--- config.mk ---
export PLATFORM = sky130hd
export DESIGN_NAME = fpa_front
export DESIGN_NICKNAME = d
export VERILOG_FILES = /design/src/hw/rtl/fpa_pkg.sv /design/src/hw/rtl/fpa_front.sv
export SDC_FILE = /design/constraint.sdc
export NUM_CORES = 2
export LEC_CHECK = 0
export BUFFER_PORTS_ARGS = -buffer_cell sky130_fd_sc_hd__buf_2
export CORE_MARGIN = 2
export CORE_UTILIZATION = 43
export DETAILED_ROUTE_END_ITERATION = 7
export PLACE_DENSITY_LB_ADDON = 0.3
export SLEW_MARGIN = 20
export SYNTH_ARGS = -nofsm -noshare
export SYNTH_HDL_FRONTEND = slang
export SYNTH_SLANG_ARGS = --single-unit
--- constraint.sdc ---
create_clock -name i_clk -period 12.3 [get_ports i_clk]
set_input_delay 0.615 -clock i_clk [delete_from_list [all_inputs] [get_ports i_clk]]
set_output_delay 0.615 -clock i_clk [all_outputs]
set_load 0.02 [all_outputs]
--- src/hw/rtl/fpa_pkg.sv ---
package fpa_pkg;

    localparam int FRAC_BITS = 16;
    localparam int WORD_W    = 32;
    localparam int DIV_W     = WORD_W + FRAC_BITS;
    localparam int DIV_STEPS = DIV_W;
    localparam int PROD_W    = 2 * WORD_W;

    localparam logic [WORD_W-1:0] WORD_MAX = {1'b0, {(WORD_W-1){1'b1}}};
    localparam logic [WORD_W-1:0] WORD_MIN = {1'b1, {(WORD_W-1){1'b0}}};

    typedef enum logic [2:0] {
        OP_ADD   = 3'd0,
        OP_SUB   = 3'd1,
        OP_MUL   = 3'd2,
        OP_DIV   = 3'd3,
        OP_NEG   = 3'd4,
        OP_TRUNC = 3'd5
    } t_op;

    // One pipeline slot as it travels through the divider stages.
    typedef struct packed {
        logic              valid;
        logic [2:0]        kind;
        logic [WORD_W-1:0] value;
        logic              sat;
        logic              dz;
        logic              lt;
        logic              eq;
        logic              gt;
        logic              neg;
        logic [WORD_W-1:0] rem;
        logic [DIV_W-1:0]  work;
        logic [WORD_W-1:0] den;
    } t_slot;

endpackage

--- src/hw/rtl/fpa_front.sv ---
module fpa_front (
    input  logic                               i_clk,
    input  logic                               i_rst_n,
    input  logic                               i_adv,
    input  logic                               i_valid,
    input  logic [2:0]                         i_kind,
    input  logic signed [fpa_pkg::WORD_W-1:0]  i_operand_a,
    input  logic signed [fpa_pkg::WORD_W-1:0]  i_operand_b,
    output fpa_pkg::t_slot                     o_slot
);

    // Stage 1: input registers.
    logic                              r1_valid;
    logic [2:0]                        r1_kind;
    logic signed [fpa_pkg::WORD_W-1:0] r1_a;
    logic signed [fpa_pkg::WORD_W-1:0] r1_b;

    always_ff @(posedge i_clk) begin
        if (!i_rst_n) begin
            r1_valid <= 1'b0;
        end else if (i_adv) begin
            r1_valid <= i_valid;
        end
        if (i_adv) begin
            r1_kind <= i_kind;
            r1_a    <= i_operand_a;
            r1_b    <= i_operand_b;
        end
    end

    // Stage 2: add/sub/neg/trunc results, compare flags, product, divider setup.
    logic signed [fpa_pkg::WORD_W:0]       sum;
    logic signed [fpa_pkg::WORD_W:0]       diff;
    logic [fpa_pkg::WORD_W-1:0]            abs_a;
    logic [fpa_pkg::WORD_W-1:0]            abs_b;
    logic [fpa_pkg::WORD_W-1:0]            n_value;
    logic                                  n_sat;
    logic                                  n_dz;
    logic signed [fpa_pkg::PROD_W-1:0]     n_prod;
    logic [fpa_pkg::DIV_W-1:0]             n_work;

    always_comb begin
        sum     = {r1_a[fpa_pkg::WORD_W-1], r1_a} + {r1_b[fpa_pkg::WORD_W-1], r1_b};
        diff    = {r1_a[fpa_pkg::WORD_W-1], r1_a} - {r1_b[fpa_pkg::WORD_W-1], r1_b};
        abs_a   = r1_a[fpa_pkg::WORD_W-1] ? (~r1_a + 1'b1) : r1_a;
        abs_b   = r1_b[fpa_pkg::WORD_W-1] ? (~r1_b + 1'b1) : r1_b;
        n_prod  = r1_a * r1_b;
        // Rounding the magnitude quotient up at one half gives round half away from zero.
        n_work  = {abs_a, {fpa_pkg::FRAC_BITS{1'b0}}}
                + fpa_pkg::DIV_W'(abs_b >> 1);
        n_value = '0;
        n_sat   = 1'b0;
        n_dz    = 1'b0;
        case (r1_kind)
            fpa_pkg::OP_ADD: begin
                if (sum[fpa_pkg::WORD_W] != sum[fpa_pkg::WORD_W-1]) begin
                    n_sat   = 1'b1;
                    n_value = sum[fpa_pkg::WORD_W] ? fpa_pkg::WORD_MIN : fpa_pkg::WORD_MAX;
                end else begin
                    n_value = sum[fpa_pkg::WORD_W-1:0];
                end
            end
            fpa_pkg::OP_SUB: begin
                if (diff[fpa_pkg::WORD_W] != diff[fpa_pkg::WORD_W-1]) begin
                    n_sat   = 1'b1;
                    n_value = diff[fpa_pkg::WORD_W] ? fpa_pkg::WORD_MIN : fpa_pkg::WORD_MAX;
                end else begin
                    n_value = diff[fpa_pkg::WORD_W-1:0];
                end
            end
            fpa_pkg::OP_DIV: begin
                if (r1_b == '0) begin
                    n_dz    = 1'b1;
                    n_value = r1_a[fpa_pkg::WORD_W-1] ? fpa_pkg::WORD_MIN : fpa_pkg::WORD_MAX;
                end
            end
            fpa_pkg::OP_NEG:   n_value = ~r1_a + 1'b1;
            fpa_pkg::OP_TRUNC: n_value = {r1_a[fpa_pkg::WORD_W-1:fpa_pkg::FRAC_BITS],
                                          {fpa_pkg::FRAC_BITS{1'b0}}};
            default:           n_value = '0;
        endcase
    end

    logic                              r2_valid;
    logic [2:0]                        r2_kind;
    logic [fpa_pkg::WORD_W-1:0]        r2_value;
    logic                              r2_sat;
    logic                              r2_dz;
    logic                              r2_lt;
    logic                              r2_eq;
    logic                              r2_gt;
    logic                              r2_neg;
    logic signed [fpa_pkg::PROD_W-1:0] r2_prod;
    logic [fpa_pkg::DIV_W-1:0]         r2_work;
    logic [fpa_pkg::WORD_W-1:0]        r2_den;

    always_ff @(posedge i_clk) begin
        if (!i_rst_n) begin
            r2_valid <= 1'b0;
        end else if (i_adv) begin
            r2_valid <= r1_valid;
        end
        if (i_adv) begin
            r2_kind  <= r1_kind;
            r2_value <= n_value;
            r2_sat   <= n_sat;
            r2_dz    <= n_dz;
            r2_lt    <= r1_a < r1_b;
            r2_eq    <= r1_a == r1_b;
            r2_gt    <= r1_a > r1_b;
            r2_neg   <= r1_a[fpa_pkg::WORD_W-1] ^ r1_b[fpa_pkg::WORD_W-1];
            r2_prod  <= n_prod;
            r2_work  <= n_work;
            r2_den   <= abs_b;
        end
    end

    // Stage 3: multiply rounding, shift and clamp.
    logic signed [fpa_pkg::PROD_W-1:0] rnd;
    logic signed [fpa_pkg::PROD_W-1:0] shifted;
    fpa_pkg::t_slot                    n_slot;

    always_comb begin
        rnd     = r2_prod + (fpa_pkg::PROD_W'(1) << (fpa_pkg::FRAC_BITS - 1));
        shifted = rnd >>> fpa_pkg::FRAC_BITS;
        n_slot        = '0;
        n_slot.valid  = r2_valid;
        n_slot.kind   = r2_kind;
        n_slot.value  = r2_value;
        n_slot.sat    = r2_sat;
        n_slot.dz     = r2_dz;
        n_slot.lt     = r2_lt;
        n_slot.eq     = r2_eq;
        n_slot.gt     = r2_gt;
        n_slot.neg    = r2_neg;
        n_slot.work   = r2_work;
        n_slot.den    = r2_den;
        if (r2_kind == fpa_pkg::OP_MUL) begin
            if (shifted > $signed(fpa_pkg::PROD_W'({1'b0, fpa_pkg::WORD_MAX}))) begin
                n_slot.sat   = 1'b1;
                n_slot.value = fpa_pkg::WORD_MAX;
            end else if (shifted < -$signed(fpa_pkg::PROD_W'({1'b0, fpa_pkg::WORD_MIN}))) begin
                n_slot.sat   = 1'b1;
                n_slot.value = fpa_pkg::WORD_MIN;
            end else begin
                n_slot.value = shifted[fpa_pkg::WORD_W-1:0];
            end
        end
    end

    fpa_pkg::t_slot r3_slot;

    always_ff @(posedge i_clk) begin
        if (!i_rst_n) begin
            r3_slot.valid <= 1'b0;
        end else if (i_adv) begin
            r3_slot.valid <= n_slot.valid;
        end
        if (i_adv) begin
            r3_slot.kind  <= n_slot.kind;
            r3_slot.value <= n_slot.value;
            r3_slot.sat   <= n_slot.sat;
            r3_slot.dz    <= n_slot.dz;
            r3_slot.lt    <= n_slot.lt;
            r3_slot.eq    <= n_slot.eq;
            r3_slot.gt    <= n_slot.gt;
            r3_slot.neg   <= n_slot.neg;
            r3_slot.rem   <= n_slot.rem;
            r3_slot.work  <= n_slot.work;
            r3_slot.den   <= n_slot.den;
        end
    end

    assign o_slot = r3_slot;

endmodule

==> out/metrics.yaml <==
status: "complete, no violations"
hold_viol: 0
synth_mux_area_share_pct: 0.2273
drtPass1Iterations: 6
hold_buffers: 0
dp_hpwl_um: 136900
core_um2: 125700
antenna_found_initial: 7
ctsResizeCount: 0
cp.required_ns: 12.66
wl_um: 181000
clock_skew_ns: 0.02656
layout_common_cells: "1,088 x inv_1, 1,083 x fa_1, 636 x nand2_1, 394 x and2_1, 326 x edfxtp_1"
yosysWarnings: 0
io_buffers: 192
syn_avg_cell_area_um2: 9.729
grt_use_total_pct: 28.54
synth_top_family_by_area: "adder cells"
layout_commonest_cell: "inv_1"
ff_latch_area_um2: 9849
syn2layout_area_growth_pct: 6.589
rows: 130
synth-seq-area-share_pct: 18.07
synthArstFlopShare_pct: 0
grt_max_degree: 117
drtIter0Drc: 3811
grt_pass1_wl_um: 275200
synth-edff-count: 326
cpMaxStageDelayCell: "edfxtp_1"
clock-sinks: 329
synth_fa_ha_area_share_pct: 45.90
fin_util_pct: 46.20
initial_core_util_pct: 43.35
synthXorXnorAreaFrac_pct: 4.146
cts_made_buffers: 39
pre_cts_slack_ns: 2.900
die_area_um2: 129600
slew_violations: 0
relSlewSlack_pct: 16.46
grt_pass1_vias: 42530
synthCells: 5602
ys_ff_latch: 329
min_path_type: "in2reg"
path_delay_family: "adder cells"
drive_gt1_share_pct: 6.925
path_max_fanout: 21
boundaryPins: 225
cts_max_level: 2
ys_types: 80
path_common_cell: "fa_1"
clk_latency_ns: 0.61
finalSetupViolations: 0
worst_pin_slew_ns: 1.252
layout_setup_ws_ns: 2.756
max_stage_delay_ns: 0.69
num_vias: 40100
path_buf_inv: 4
cts.path.max_buffers: 3
synth_area_um2: 54500
ys.flop_type: "edfxtp_1"
fin_crit_sh_pct: 77.59
die_h_um: 360.0
whs_ns: 0.1827
clock.fmax_ghz: 0.1048
grt_overflow: 0
fillers: 11920
routedWlPerCell_um: 24.86
avgViaCountPerCell: 5.506
nNetsFinal: 7022
start_kind: "flip-flop"
clockRootBuffer: "clkbuf_16"
post_cts_buffers: 0
gp_congestion: 0.9792
dieWidth_um: 360.0
synth-compound-area-share_pct: 6.963
cts_tree: "built"
fin_setup_tns_ns: 0
cp_data_arrival_time_ns: 9.90
drc: 0
multiInputGateArea_um2: 39160
drv_cap: 0
endpoint_kind: "flip-flop"
ant_nets: 0
cts.clk_slew.worst_paths_ns: 0.06
rsz0062_at_grt: "false"
fin_crit_ns: 9.544
synthSimpleGateAreaFrac_pct: 14.30
path_cells: "buf_4 -> inv_1 -> nor2_1 -> fa_1 -> inv_1 -> fa_1 -> fa_1 -> fa_1 -> inv_1 -> fa_1 -> fa_1 -> fa_1 -> fa_1 -> ha_1 -> nand3_1 -> or3_1 -> a211oi_1 -> o31ai_1 -> o221ai_1 -> nor2_1 -> o31ai_1 -> a21oi_1 -> xnor2_1"
path_class: "reg2reg"
## worst register-to-register path, cell delays in order, from the launching register on
cell      delay [ns]
edfxtp_1        0.69
buf_4           0.43
inv_1           0.45
nor2_1          0.60
fa_1            0.50
inv_1           0.08
fa_1            0.45
fa_1            0.51
fa_1            0.53
inv_1           0.06
fa_1            0.55
fa_1            0.43
fa_1            0.55
fa_1            0.45
ha_1            0.44
nand3_1         0.20
or3_1           0.38
a211oi_1        0.50
o31ai_1         0.29
o221ai_1        0.37
nor2_1          0.19
o31ai_1         0.37
a21oi_1         0.15
xnor2_1         0.14
## cell families after synthesis
kind of cell             Yosys count
other                              1
multiplexers                      12
flip-flops                       329
buffers and inverters           1448
AND/OR/NAND/NOR                 1602
adder cells (fa/ha/maj)         1349
XOR/XNOR                         258
AO/OA/AOI/OAI                    603
## per-stage QoR
stage	instance area (um^2)	std cells
2_1_floorplan	54620	5633
3_3_place_gp	56820	7210
3_5_place_dp	56840	7211
4_1_cts	58090	7282
5_1_grt	58090	7282
6_report	58090	7283
## Yosys cell counts (7+ instances only)
library cell,number,area [um^2]
buf_1,24,90.09
xor2_1,73,639.4
and2_1,394,2465
o211ai_1,21,157.7
nor3_1,59,295.3
mux2i_1,9,90.09
nand2_1,636,2387
a21o_1,73,548.0
ha_1,265,3316
a211oi_1,12,90.09
nor4_1,18,112.6
or2_2,7,43.79
o41ai_1,9,78.83
or3_1,17,106.4
nor2b_1,24,150.1
a2111oi_0,7,61.31
fa_1,1084,21700
nand4_1,27,168.9
buf_4,48,360.4
clkbuf_1,272,1021
and3_1,23,143.9
xnor2_1,185,1620
nor2_1,237,889.6
a31o_2,8,70.07
and4_1,9,78.83
a31oi_1,16,100.1
nand2b_1,38,237.7
edfxtp_1,326,9789
inv_1,1088,4084
o21a_1,19,142.6
nand3_1,81,405.4
o21ai_0,147,735.7
a21oi_1,188,940.9
o21bai_1,20,150.1
o31ai_1,24,180.2
## registers in the layout, summed over array words and instances (netlist names), 3 cells and up
| signal | count |
|---|---|
| r1_b | 32 |
| o_slot | 106 |
| r1_a | 32 |
| r2_prod | 49 |
| r2_den | 16 |
| r2_value | 32 |
| r2_kind | 3 |
| r2_work | 48 |
| r1_kind | 3 |
## metal layers
layer	vias to the layer above	track usage (%)	routed length, um
li1	17180	-	-
met1	20570	38.94	73780
met2	1970	44.66	80970
met3	380	5.595	17580
met4	0	11.68	8693
met5	-	0	0
## final timing paths
path / slack, ns / start / end / cells after the start
hold / removal: 0.18 / i_operand_b[17] / r1_b[17]$_DFFE_PP_ / 1
setup / recovery: 2.76 / r1_b[11]$_DFFE_PP_ / r2_prod[57]$_DFFE_PP_ / 23
hold reg to reg: 0.42 / r2_den[30]$_DFFE_PP_ / o_slot[30]$_DFFE_PP_ / 0
setup reg to reg: 2.76 / r1_b[11]$_DFFE_PP_ / r2_prod[57]$_DFFE_PP_ / 23
## layout make-up
| type | instances | area share (%) |
|---|---|---|
| antenna | 1 | 0.004307 |
| clock buffer | 43 | 1.706 |
| timing repair buffer | 283 | 2.860 |
| tap | 1650 | 3.554 |
| multi-input combinational | 3856 | 67.41 |
| clock inverter | 28 | 0.4458 |
| inverter | 1093 | 7.062 |
| sequential | 329 | 16.95 |
Power is left out: the tool's default activity adds up to more than one toggle a clock period on the data nets, which glitch-free logic cannot reach.
