<file path="src/hw/rtl/fpa_pkg.sv">
package fpa_pkg;

    localparam int FRAC_BITS = 16;
    localparam int WORD_W    = 32;
    localparam int DIV_W     = WORD_W + FRAC_BITS;
    localparam int DIV_STEPS = DIV_W;
    localparam int PROD_W    = 2 * WORD_W;

    localparam logic [WORD_W-1:0] WORD_MAX = {1'b0, {(WORD_W-1){1'b1}}};
    localparam logic [WORD_W-1:0] WORD_MIN = {1'b1, {(WORD_W-1){1'b0}}};

    typedef enum logic [2:0] {
        OP_ADD   = 3'd0,
        OP_SUB   = 3'd1,
        OP_MUL   = 3'd2,
        OP_DIV   = 3'd3,
        OP_NEG   = 3'd4,
        OP_TRUNC = 3'd5
    } t_op;

    // One pipeline slot as it travels through the divider stages.
    typedef struct packed {
        logic              valid;
        logic [2:0]        kind;
        logic [WORD_W-1:0] value;
        logic              sat;
        logic              dz;
        logic              lt;
        logic              eq;
        logic              gt;
        logic              neg;
        logic [WORD_W-1:0] rem;
        logic [DIV_W-1:0]  work;
        logic [WORD_W-1:0] den;
    } t_slot;

endpackage

</file>
<file path="src/hw/rtl/fpa_back.sv">
module fpa_back (
    input  logic                              i_clk,
    input  logic                              i_rst_n,
    input  fpa_pkg::t_slot                    i_slot,
    input  logic                              i_stall,
    output logic                              o_adv,
    output logic                              o_valid,
    output logic signed [fpa_pkg::WORD_W-1:0] o_value,
    output logic                              o_saturated,
    output logic                              o_divide_by_zero,
    output logic                              o_a_less,
    output logic                              o_a_equal,
    output logic                              o_a_greater
);

    logic [fpa_pkg::DIV_W-1:0]  q;
    logic [fpa_pkg::WORD_W-1:0] n_value;
    logic                       n_sat;

    // After the last step the work register holds the magnitude quotient.
    always_comb begin
        q       = i_slot.work;
        n_value = i_slot.value;
        n_sat   = i_slot.sat;
        if (i_slot.kind == fpa_pkg::OP_DIV && !i_slot.dz) begin
            if (i_slot.neg) begin
                if (q > fpa_pkg::DIV_W'(fpa_pkg::WORD_MIN)) begin
                    n_sat   = 1'b1;
                    n_value = fpa_pkg::WORD_MIN;
                end else begin
                    n_value = ~q[fpa_pkg::WORD_W-1:0] + 1'b1;
                end
            end else begin
                if (q > fpa_pkg::DIV_W'(fpa_pkg::WORD_MAX)) begin
                    n_sat   = 1'b1;
                    n_value = fpa_pkg::WORD_MAX;
                end else begin
                    n_value = q[fpa_pkg::WORD_W-1:0];
                end
            end
        end
    end

    logic r_valid;

    assign o_adv = !r_valid || !i_stall;

    always_ff @(posedge i_clk) begin
        if (!i_rst_n) begin
            r_valid <= 1'b0;
        end else if (o_adv) begin
            r_valid <= i_slot.valid;
        end
        if (o_adv) begin
            o_value          <= n_value;
            o_saturated      <= n_sat;
            o_divide_by_zero <= i_slot.dz;
            o_a_less         <= i_slot.lt;
            o_a_equal        <= i_slot.eq;
            o_a_greater      <= i_slot.gt;
        end
    end

    assign o_valid = r_valid;

endmodule

</file>
<file path="config.mk">
export PLATFORM = sky130hd
export DESIGN_NAME = fpa_back
export DESIGN_NICKNAME = d
export VERILOG_FILES = /design/src/hw/rtl/fpa_pkg.sv /design/src/hw/rtl/fpa_back.sv
export SDC_FILE = /design/constraint.sdc
export NUM_CORES = 1
export LEC_CHECK = 0
export BUFFER_PORTS_ARGS = -buffer_cell sky130_fd_sc_hd__buf_2
export CELL_PAD_IN_SITES_DETAIL_PLACEMENT = 2
export CELL_PAD_IN_SITES_GLOBAL_PLACEMENT = 2
export CORE_ASPECT_RATIO = 1.5
export CORE_MARGIN = 10
export CORE_UTILIZATION = 21
export DETAILED_ROUTE_END_ITERATION = 12
export GPL_ROUTABILITY_DRIVEN = 0
export PLACE_DENSITY_LB_ADDON = 0.1
export SLEW_MARGIN = 20
export SYNTH_ARGS = -nofsm -noshare
export SYNTH_HDL_FRONTEND = slang
export SYNTH_SLANG_ARGS = --single-unit
export TNS_END_PERCENT = 100
</file>
<file path="constraint.sdc">
create_clock -name i_clk -period 4 [get_ports i_clk]
set_input_delay 0.8 -clock i_clk [delete_from_list [all_inputs] [get_ports i_clk]]
set_output_delay 0.8 -clock i_clk [all_outputs]
set_load 0.05 [all_outputs]
</file>
==> qor.yml, run 1 <==
run_status:
  status: "finished clean"
synth:
  ys.flop_type: "edfxtp_1"
  ys_seq_area_share_pct: 42.56
  syn_nets: 464
  synth.distinct_cells: 49
  syn_area_sq_um: 2658
  ys_seq_elements: 38
  synth_edf_count: 37
  async_flop_share_pct: 0
  yosysWarnings: 0
  post_synth.cell_area_avg_sq_um: 8.685
  postSynthCellCount: 306
run:
  maxCapViolations: 0
global_routing:
  grt_use_total_pct: 14.23
  grt_max_degree: 38
  grt_pass1_wl_mm: 19.75
  antenna_found_initial: 0
  overflow: 0
  grt_pass1_vias: 3386
detailed_routing:
  wl_mm: 12.99
  drtPass1Iterations: 4
  routedWlPerCell_um: 21.55
  via_count: 3044
  drc: 0
  ant_nets: 0
  drt-vias-per-instance: 5.048
  first_iter_violations: 120
clock_tree:
  clkLatencyLatePin_ps: 290
  cts.sinks: 38
  postCtsSetupBuffers: 0
  cts_tree: "built"
  hold_buffers: 0
  htreeDepth: 2
  cts.reportedPaths.clkPinSlew_ps: 60
  cts_resized: 0
  clk_path_buf_depth: 2
  cts_buffers: 5
  ctsRootBufferMaster: "clkbuf_16"
setup_path:
  reg2reg_slack_ps: 2670
  path_max_fanout: 8
  criticalPathCategory: "in -> reg"
  crit_required_ps: 4090
  worstPathArrival_ps: 3490
  crit_end: "o_value[16]"
  crit_path_start: "i_slot[50]"
  rr_worst_depth: 2
  start_kind: "primary input"
  endpoint_kind: "register"
  r2r_start: "o_valid"
  rr_endpoint: "o_value[15]"
place:
  portBuffers: 131
  dp.cells: 595
  dpl.hpwl_mm: 10.43
cells_and_area:
  nets: 604
  diodes: 0
  layout-drive-gt1-share_pct: 37.58
  syn_to_final_growth_pct: 40.02
  fin_cells: 603
timing:
  relSlewSlack_pct: 49.80
  post-route-period-util_pct: 85.01
  drv_slew: 0
  fmax_ghz: 0.2941
  rsz0062_at_grt: "false"
  hold_viol_final: 0
  fin_crit_ps: 3400
  fin_skew_ps: 5.969
  setup_viol: 0
  finalSetupTns_ps: 0
  worstMarginPinSlew_ps: 752.2
floorplanning:
  initial_core_util_pct: 21.35
  die-height_um: 157.8
  die-area_sq_um: 17650
  die_x_um: 111.9
  core_sq_um: 12450
  boundaryPins: 196
  rows: 50
pwr:
  irDropWorstVdd_mv: 0.1223
  p_per_area_nw_per_um2: 334.9
  leakagePower_nw: 1.513
worst_hold_path:
  hold_path_class: "reg -> reg"
==> worst min path at each step <==
| stage | from | endpoint | slack, ps | cells past startpoint |
|---|---|---|---|---|
| finish | o_valid | o_valid | 560 | 2 |
| global route | o_valid | o_valid | 600 | 2 |
| detailed placement | o_valid | o_valid | 560 | 2 |
| floorplan | o_valid | o_valid | 750 | 2 |
| global placement | o_valid | o_valid | 530 | 2 |
| CTS | o_valid | o_valid | 570 | 2 |
==> layout make-up <==
cell class / instances / area [sq um]
inverter: 10 / 37.54
multi-input combinational: 246 / 1431
tap: 156 / 195.2
sequential: 38 / 1131
timing repair buffer: 145 / 760.7
clock inverter: 3 / 40.04
clock buffer: 5 / 125.1
fill: 1486 / 8728
==> flip-flops by register name, indices dropped and copies added, names as in the netlist <==
| signal | count |
|---|---|
| o_a_equal | 1 |
| o_valid | 1 |
| o_divide_by_zero | 1 |
| o_a_greater | 1 |
| o_value | 32 |
| o_a_less | 1 |
| o_saturated | 1 |
==> logic make-up (layout without fill, tap and decap cells) <==
kind of cell / count (synthesis) / count (layout) / share of synthesized area [%]
DFF: 38 / 38 / 42.56
muxes: 2 / 2 / 0.7533
buffers and inverters: 22 / 163 / 3.673
AOI/OAI and AO/OA: 106 / 106 / 26.37
and+or+nand+nor: 135 / 135 / 25.52
adders and majority gates: 1 / 1 / 0.4707
xor gates and xnor gates: 2 / 2 / 0.6593
==> layer usage <==
metal / global-route usage [%] / part of all wire (%) / vias to the layer above
li1: - / - / 1477
met1: 16.08 / 41 / 1481
met2: 26.18 / 53 / 79
met3: 3.371 / 4.9 / 7
met4: 3.315 / 0.90 / 0
met5: 0 / 0 / -
==> synthesized netlist by cell type (all sizes together) (5+ instances only) <==
| library cell | count | area [sq um] |
|---|---|---|
| edfxtp | 37 | 1111 |
| nand2 | 36 | 142.6 |
| nor2 | 35 | 131.4 |
| o21ai | 30 | 165.2 |
| a21oi | 21 | 116.4 |
| nor3 | 18 | 90.09 |
| nor4 | 11 | 75.07 |
| clkbuf | 10 | 37.54 |
| inv | 10 | 37.54 |
| nand3 | 10 | 50.05 |
| a211oi | 9 | 67.56 |
| a31oi | 8 | 50.05 |
| o22ai | 8 | 50.05 |
| o31ai | 7 | 52.55 |
| or4 | 7 | 63.81 |
| o211ai | 5 | 37.54 |
| or3 | 5 | 31.28 |
==> report_power, final <==
| part | internal (mW) | switching, mW |
|---|---|---|
| Clock | 0.292 | 0.170 |
| Sequential | 0.474 | 0.00705 |
| Combinational | 0.0851 | 0.219 |
| Total | 0.851 | 0.395 |
==> cell usage in the layout, fill, tap and decap left out, types with 5 or more instances in the layout <==
cell | netlist | final
buf_2 | 0 | 131
edfxtp_1 | 37 | 37
nor2_1 | 35 | 35
nand2_1 | 35 | 34
a21oi_1 | 20 | 20
o21ai_0 | 20 | 20
nor3_1 | 18 | 18
buf_4 | 0 | 14
inv_1 | 10 | 10
nand3_1 | 10 | 10
nor4_1 | 10 | 10
a211oi_1 | 9 | 9
o22ai_1 | 8 | 8
a31oi_1 | 8 | 8
o31ai_1 | 7 | 7
o21ai_1 | 6 | 6
or3_1 | 5 | 5
o211ai_1 | 5 | 5
clkbuf_16 | 0 | 5
==> per-stage QoR <==
stage | setup WS, ps | total power, mW | util (%) | hold WS, ps | cell area, sq um
floorplan | 712.1 | 0.6751 | - | 750.0 | 2658
global placement | 352.6 | 0.7918 | 28.56 | 527.6 | 3556
detailed placement | 359.7 | 0.7980 | 28.56 | 557.7 | 3556
CTS | 651.8 | 1.270 | 29.89 | 568.1 | 3721
global route | 539.5 | 1.300 | 29.89 | 597.9 | 3721
finish | 599.8 | 1.246 | 29.89 | 559.5 | 3721
==> critical path, cell delays in order <==
cell,delay [ps]
buf_2,140
or4_4,580
or4_4,580
or4_4,630
nand2_4,190
nor2_1,190
a221oi_2,370
No activity file was read; power rests on OpenSTA's default activity.
==> run 2, diff against run 1 <==
--- a/config.mk
+++ b/config.mk
@@ -9,7 +9,6 @@
 export CELL_PAD_IN_SITES_DETAIL_PLACEMENT = 2
 export CELL_PAD_IN_SITES_GLOBAL_PLACEMENT = 2
 export CORE_ASPECT_RATIO = 1.5
-export CORE_MARGIN = 10
 export CORE_UTILIZATION = 21
 export DETAILED_ROUTE_END_ITERATION = 12
 export GPL_ROUTABILITY_DRIVEN = 0
==> run 2 against run 1 <==
Effect of this change:
- clock skew down 2.1 ps
- sequential power about the same
- non-clock buffer count down 2
- fmax up 3.2%
- register-to-register slack better by 70 ps
- critical path type unchanged
- via count up 1.3%
- highest routed layer unchanged
- worst setup slack better by 110 ps
- clock-buffer cell count up 2
- critical path depth unchanged
- combinational power about the same
- clock power down 9.7%
==> qor.yml, run 2 (synthesized netlist as in run 1, its figures left out) <==
run_status:
  status: "finished clean"
detailed_routing:
  wl_mm: 11.79  # -9.2%
  met2_length_mm: 6.505  # -5.0%
  first_iter_violations: 74  # -38%
  drt-vias-per-instance: 5.131  # +1.7%
  wl_met3_um: 453  # -29%
  drtPass1Iterations: 6  # +2
  top_layer: "met4"
  ant_nets: 0  # unchanged
  routedWlPerCell_um: 19.62  # -8.9%
  via_count: 3084  # +1.3%
  drc: 0  # unchanged
  routedLengthMet1_mm: 4.719  # -12%
setup_path:
  endpoint_kind: "register"
  start_kind: "primary input"
  crit_path_start: "i_slot[50]"
  reg2reg_slack_ps: 2740  # +70 ps
  worstPathArrival_ps: 3410  # -80 ps
  crit_required_ps: 4120  # +30 ps
  path_max_fanout: 7  # -1
  rr_worst_depth: 2  # unchanged
  r2r_start: "o_valid"
  rr_endpoint: "o_value[24]"
  crit_end: "o_value[16]"
  criticalPathCategory: "in -> reg"
global_routing:
  grt_pass1_wl_mm: 18.34  # -7.2%
  grt_max_degree: 38  # unchanged
  grt_pass1_vias: 3352  # -1.0%
  grt_use_total_pct: 18.49  # +4.3 points
  antenna_found_initial: 0  # unchanged
  overflow: 0  # unchanged
timing:
  fin_skew_ps: 3.889  # -2.080 ps
  drv_slew: 0  # unchanged
  setup_viol: 0  # unchanged
  finalSetupTns_ps: 0  # unchanged
  post-route-period-util_pct: 82.33  # -2.7 points
  rsz0062_at_grt: "false"
  fmax_ghz: 0.3036  # +3.2%
  hold_viol_final: 0  # unchanged
  worst_slack_ps: 706.6  # +106.8 ps
  worstMarginPinSlew_ps: 794.3  # +42.05 ps
  relSlewSlack_pct: 46.56  # -3.2 points
  fin_crit_ps: 3293  # -106.8 ps
cells_and_area:
  nets: 602  # -0.33%
  regMostFlops: "o_value"
  layout_commonest_cell: "buf_2"
  post-route-util_pct: 29.78  # -0.11 points
  final_cell_mix: "buf_2, edfxtp_1, nor2_1, nand2_1"
  fin_cells: 601  # -0.33%
  diodes: 0  # unchanged
  layout-drive-gt1-share_pct: 37.08  # -0.51 points
  largest_reg_flops: 32  # unchanged
  syn_to_final_growth_pct: 38.79
pwr:
  irDropWorstVdd_mv: 0.1220  # -0.28%
  power_switching_uw: 392.5  # -0.69%
  clock_power_share_pct: 34.8  # -2.3 points
  leakagePower_nw: 1.494  # -1.3%
  comb_power_share_pct: 25.1  # +0.7 points
  p_int_uw: 806.5  # -5.2%
  p_per_area_nw_per_um2: 325.0  # -3.0%
  power_frac_seq_pct: 40.2  # +1.6 points
  switching_share_pct: 32.73  # +1.0 points
clock_tree:
  clkLatencyLatePin_ps: 290  # about the same
  ctsRootBufferMaster: "clkbuf_16"
  htreeDepth: 2  # unchanged
  clk_path_buf_depth: 2  # unchanged
  cts.sinks: 38  # unchanged
  hold_buffers: 0  # unchanged
  cts.reportedPaths.clkPinSlew_ps: 60  # about the same
  cts_resized: 0  # unchanged
  cts_buffers: 5  # unchanged
  cts_tree: "built"
  postCtsSetupBuffers: 0  # unchanged
worst_hold_path:
  hold_depth: 2  # unchanged
  hold_path_class: "reg -> reg"
floorplanning:
  die_x_um: 93.85  # -16%
  core_sq_um: 12390  # -0.50%
  die-height_um: 139.8  # -11%
  boundaryPins: 196  # unchanged
  die-area_sq_um: 13120  # -26%
  rows: 50  # unchanged
  initial_core_util_pct: 21.45  # +0.11 points
place:
  dp.cells: 593  # -0.34%
  place_ws_ps: 395.0  # +35.31 ps
  dpl.hpwl_mm: 9.171  # -12%
  portBuffers: 131  # unchanged
run:
  maxCapViolations: 0  # unchanged
## run 2: cell count changes in the layout (fill, tap and decap cells not counted)
cell	previous run	this run
clkbuf_1	0	1
bufinv_16	1	0
clkbuf_8	0	1
clkinv_2	2	1
buf_4	14	12
## run 2: final cells by class
| class | count | area [sq um] |
|---|---|---|
| fillers | 1493 | 8698 |
| well taps | 156 | 195.2 |
| flip-flops and latches | 38 | 1131 |
| multi-input cells | 246 | 1431 |
| clock inverters | 1 | 5.005 |
| clock buffers | 7 | 142.6 |
| repair buffers | 143 | 745.7 |
| inverters | 10 | 37.54 |
## run 2: power by group through the flow
| stage | logic, mW | clock network [mW] | registers (mW) |
|---|---|---|---|
| 3_3_place_gp | 0.300 | 0 | 0.489 |
| 4_1_cts | 0.306 | 0.433 | 0.482 |
| 5_1_grt | 0.324 | 0.448 | 0.485 |
| 2_1_floorplan | 0.0693 | 0 | 0.606 |
| 6_report | 0.301 | 0.417 | 0.481 |
| 3_5_place_dp | 0.304 | 0 | 0.490 |
## run 2: routing by layer
layer  vias to the layer above  GRT usage, %
li1                       1472             -
met1                      1522         20.81
met2                        84         35.61
met3                         6         2.623
met4                         0         4.130
met5                         -             0
## run 2: per-stage QoR
step           instance area [sq um]  power, mW  hold slack, ps
2_1_floorplan                   2658     0.6751           750.0
3_3_place_gp                    3541     0.7887           528.8
3_5_place_dp                    3541     0.7948           548.6
4_1_cts                         3689      1.221           556.5
5_1_grt                         3689      1.256           591.4
6_report                        3689      1.199           554.3
## run 2: worst min path at each step
stage	endpoint	start	slack, ps
2_1_floorplan	o_valid	o_valid	750
3_3_place_gp	o_valid	o_valid	530
3_5_place_dp	o_valid	o_valid	550
4_1_cts	o_valid	o_valid	560
5_1_grt	o_valid	o_valid	590
6_report	o_valid	o_valid	550
## run 2: critical path: stages
cell      delay (ps)
buf_2            130
or4_4            580
or4_4            580
or4_4            630
a21oi_4          320
o21ai_2          120
a221oi_2         240
==> run 3, diff against run 2 <==
==> constraint.sdc (replaced) <==
create_clock -name i_clk -period 3.3 [get_ports i_clk]
set_input_delay 0.66 -clock i_clk [delete_from_list [all_inputs] [get_ports i_clk]]
set_output_delay 0.66 -clock i_clk [all_outputs]
set_load 0.05 [all_outputs]
==> run 3 against run 2 <==
Effect of this change:
- critical path depth unchanged
- wire length increased by 3.1%
- register-to-register slack got worse by 720 ps
- highest routed layer unchanged
- non-clock buffer count increased by 28
- critical path type unchanged
- largest cell class unchanged
==> qor.yml, run 3 (synthesized netlist as in run 1, its figures left out) <==
timing:
  rsz0062_at_grt: "false"
  setup_viol: 0  # unchanged
  hold_slack_ps: 547.5  # -6.809 ps
  fin_crit_ps: 3036
  relSlewSlack_pct: 60.15  # +14 points
  worstMarginPinSlew_ps: 597.7  # -196.6 ps
  drv_slew: 0  # unchanged
  post-route-period-util_pct: 92.01
  fmax_ghz: 0.3293
  hold_viol_final: 0  # unchanged
  fin_skew_ps: 5.110  # +1.222 ps
floorplanning:
  boundaryPins: 196  # unchanged
  die-area_sq_um: 13120  # unchanged
  rows: 50  # unchanged
  die-height_um: 139.8  # unchanged
  initial_core_util_pct: 21.45  # unchanged
  die_x_um: 93.85  # unchanged
  core_sq_um: 12390  # unchanged
worst_hold_path:
  hold_path_class: "in -> reg"
setup_path:
  path_delay_family: "simple AND/OR/NAND/NOR gates"
  endpoint_kind: "register"
  slowest_delay_ps: 590  # -40 ps
  start_kind: "primary input"
  crit_required_ps: 3410  # -710 ps
  critPathSlowestCell: "or4_4"
  path_common_cell: "or4_4"
  path_max_fanout: 7  # unchanged
  worstPathArrival_ps: 3150  # -260 ps
  crit_path_cell_trace: "buf_2 > or4_4 > or4_4 > or4_4 > a21oi_4 > o21ai_2 > a221oi_2"
  crit_buf_inv: 1  # unchanged
  criticalPathCategory: "in -> reg"
pwr:
  irDropWorstVdd_mv: 0.1581  # +30%
  total_power_mw: 1.508  # +26%
  switching_share_pct: 31.75  # -0.99 points
  power_frac_seq_pct: 38.7  # -1.5 points
  p_int_mw: 1.030  # +28%
  comb_power_share_pct: 25.1  # about the same
  clock_power_share_pct: 36.3  # +1.5 points
  p_per_area_nw_per_um2: 383.8  # +18%
  power_switching_uw: 478.9  # +22%
  leakagePower_nw: 1.644  # +10%
cells_and_area:
  fin_cells: 629  # +4.7%
  final_cell_mix: "buf_2, buf_4, edfxtp_1, nor2_1, nand2_1"
  regMostFlops: "o_value"
  design_area_sq_um: 3930  # +6.5%
  largest_reg_flops: 32  # unchanged
  nets: 630  # +4.7%
  diodes: 0  # unchanged
  layout-drive-gt1-share_pct: 41.01  # +3.9 points
  syn_to_final_growth_pct: 47.88
  layout_commonest_cell: "buf_2"
place:
  portBuffers: 131  # unchanged
  dp.cells: 621  # +4.7%
  dpl.hpwl_mm: 9.789  # +6.7%
  dpl_cell_area_sq_um: 3764  # +6.3%
detailed_routing:
  drt-vias-per-instance: 5.116  # -0.30%
  first_iter_violations: 71  # -4.1%
  via_count: 3218  # +4.3%
  drtPass1Iterations: 4  # -2
  ant_nets: 0  # unchanged
  drc: 0  # unchanged
  wl_mm: 12.16  # +3.1%
  routedWlPerCell_um: 19.33  # -1.5%
clock_tree:
  htreeDepth: 2  # unchanged
  hold_buffers: 0  # unchanged
  clk_path_buf_depth: 2  # unchanged
  cts.sinks: 38  # unchanged
  cts.reportedPaths.clkPinSlew_ps: 60  # about the same
  clkLatencyLatePin_ps: 290  # about the same
  ctsRootBufferMaster: "clkbuf_16"
  cts_buffers: 5  # unchanged
  cts_tree: "built"
  postCtsSetupBuffers: 0  # unchanged
  cts_resized: 0  # unchanged
global_routing:
  grt_pass1_vias: 3452  # +3.0%
  grt_max_degree: 38  # unchanged
  overflow: 0  # unchanged
  grt_pass1_wl_mm: 18.99  # +3.5%
  antenna_found_initial: 0  # unchanged
  grt_use_total_pct: 19.30  # +0.81 points
run:
  maxCapViolations: 0  # unchanged
run_status:
  status: "finished clean"
run 3: layer usage:
metal  share of wire [%]  wire [um]  GRT usage (%)  up-vias
met2                  54       6608          36.04       97
met4                 2.0        249          6.397        0
met1                  40       4852          21.94     1580
met5                   0          0              0        -
li1                    -          -              -     1528
met3                 3.7        445          2.568       13
run 3: cell type report:
cell class              instances  area (sq um)
inverters                      10         37.54
repair buffers                171         968.4
fillers                      1481          8457
multi-input cells             246          1431
clock buffers                   8         166.4
well taps                     156         195.2
flip-flops and latches         38          1131
run 3: power by group through the flow:
stage / clock network (mW) / logic, mW / registers [mW]
CTS: 0.571 / 0.383 / 0.584
global placement: 0 / 0.377 / 0.593
global route: 0.580 / 0.406 / 0.587
floorplan: 0 / 0.0841 / 0.734
finish: 0.547 / 0.378 / 0.583
detailed placement: 0 / 0.382 / 0.594
run 3: through the flow:
stage	utilization (%)	setup WS (ps)	setup TNS, ps
6_report	31.73	263.5	0
5_1_grt	31.73	162.0	0
4_1_cts	31.73	233.3	0
3_5_place_dp	30.38	-68.97	-159.3
3_3_place_gp	30.38	-39.94	-70.67
2_1_floorplan	-	152.1	0
run 3: worst paths after layout:
kind / cells past startpoint / end / start / slack [ps]
min reg2reg: 2 / o_valid / o_valid / 550
max: 7 / o_value[16] / i_slot[50] / 260
min: 1 / o_a_greater / i_slot[113] / 550
max reg2reg: 2 / o_value[10] / o_valid / 2020
run 3: worst reg2reg max path: stages (launching register included):
cell and delay (ps):
dfxtp_1 330, nand2_2 110, buf_4 460
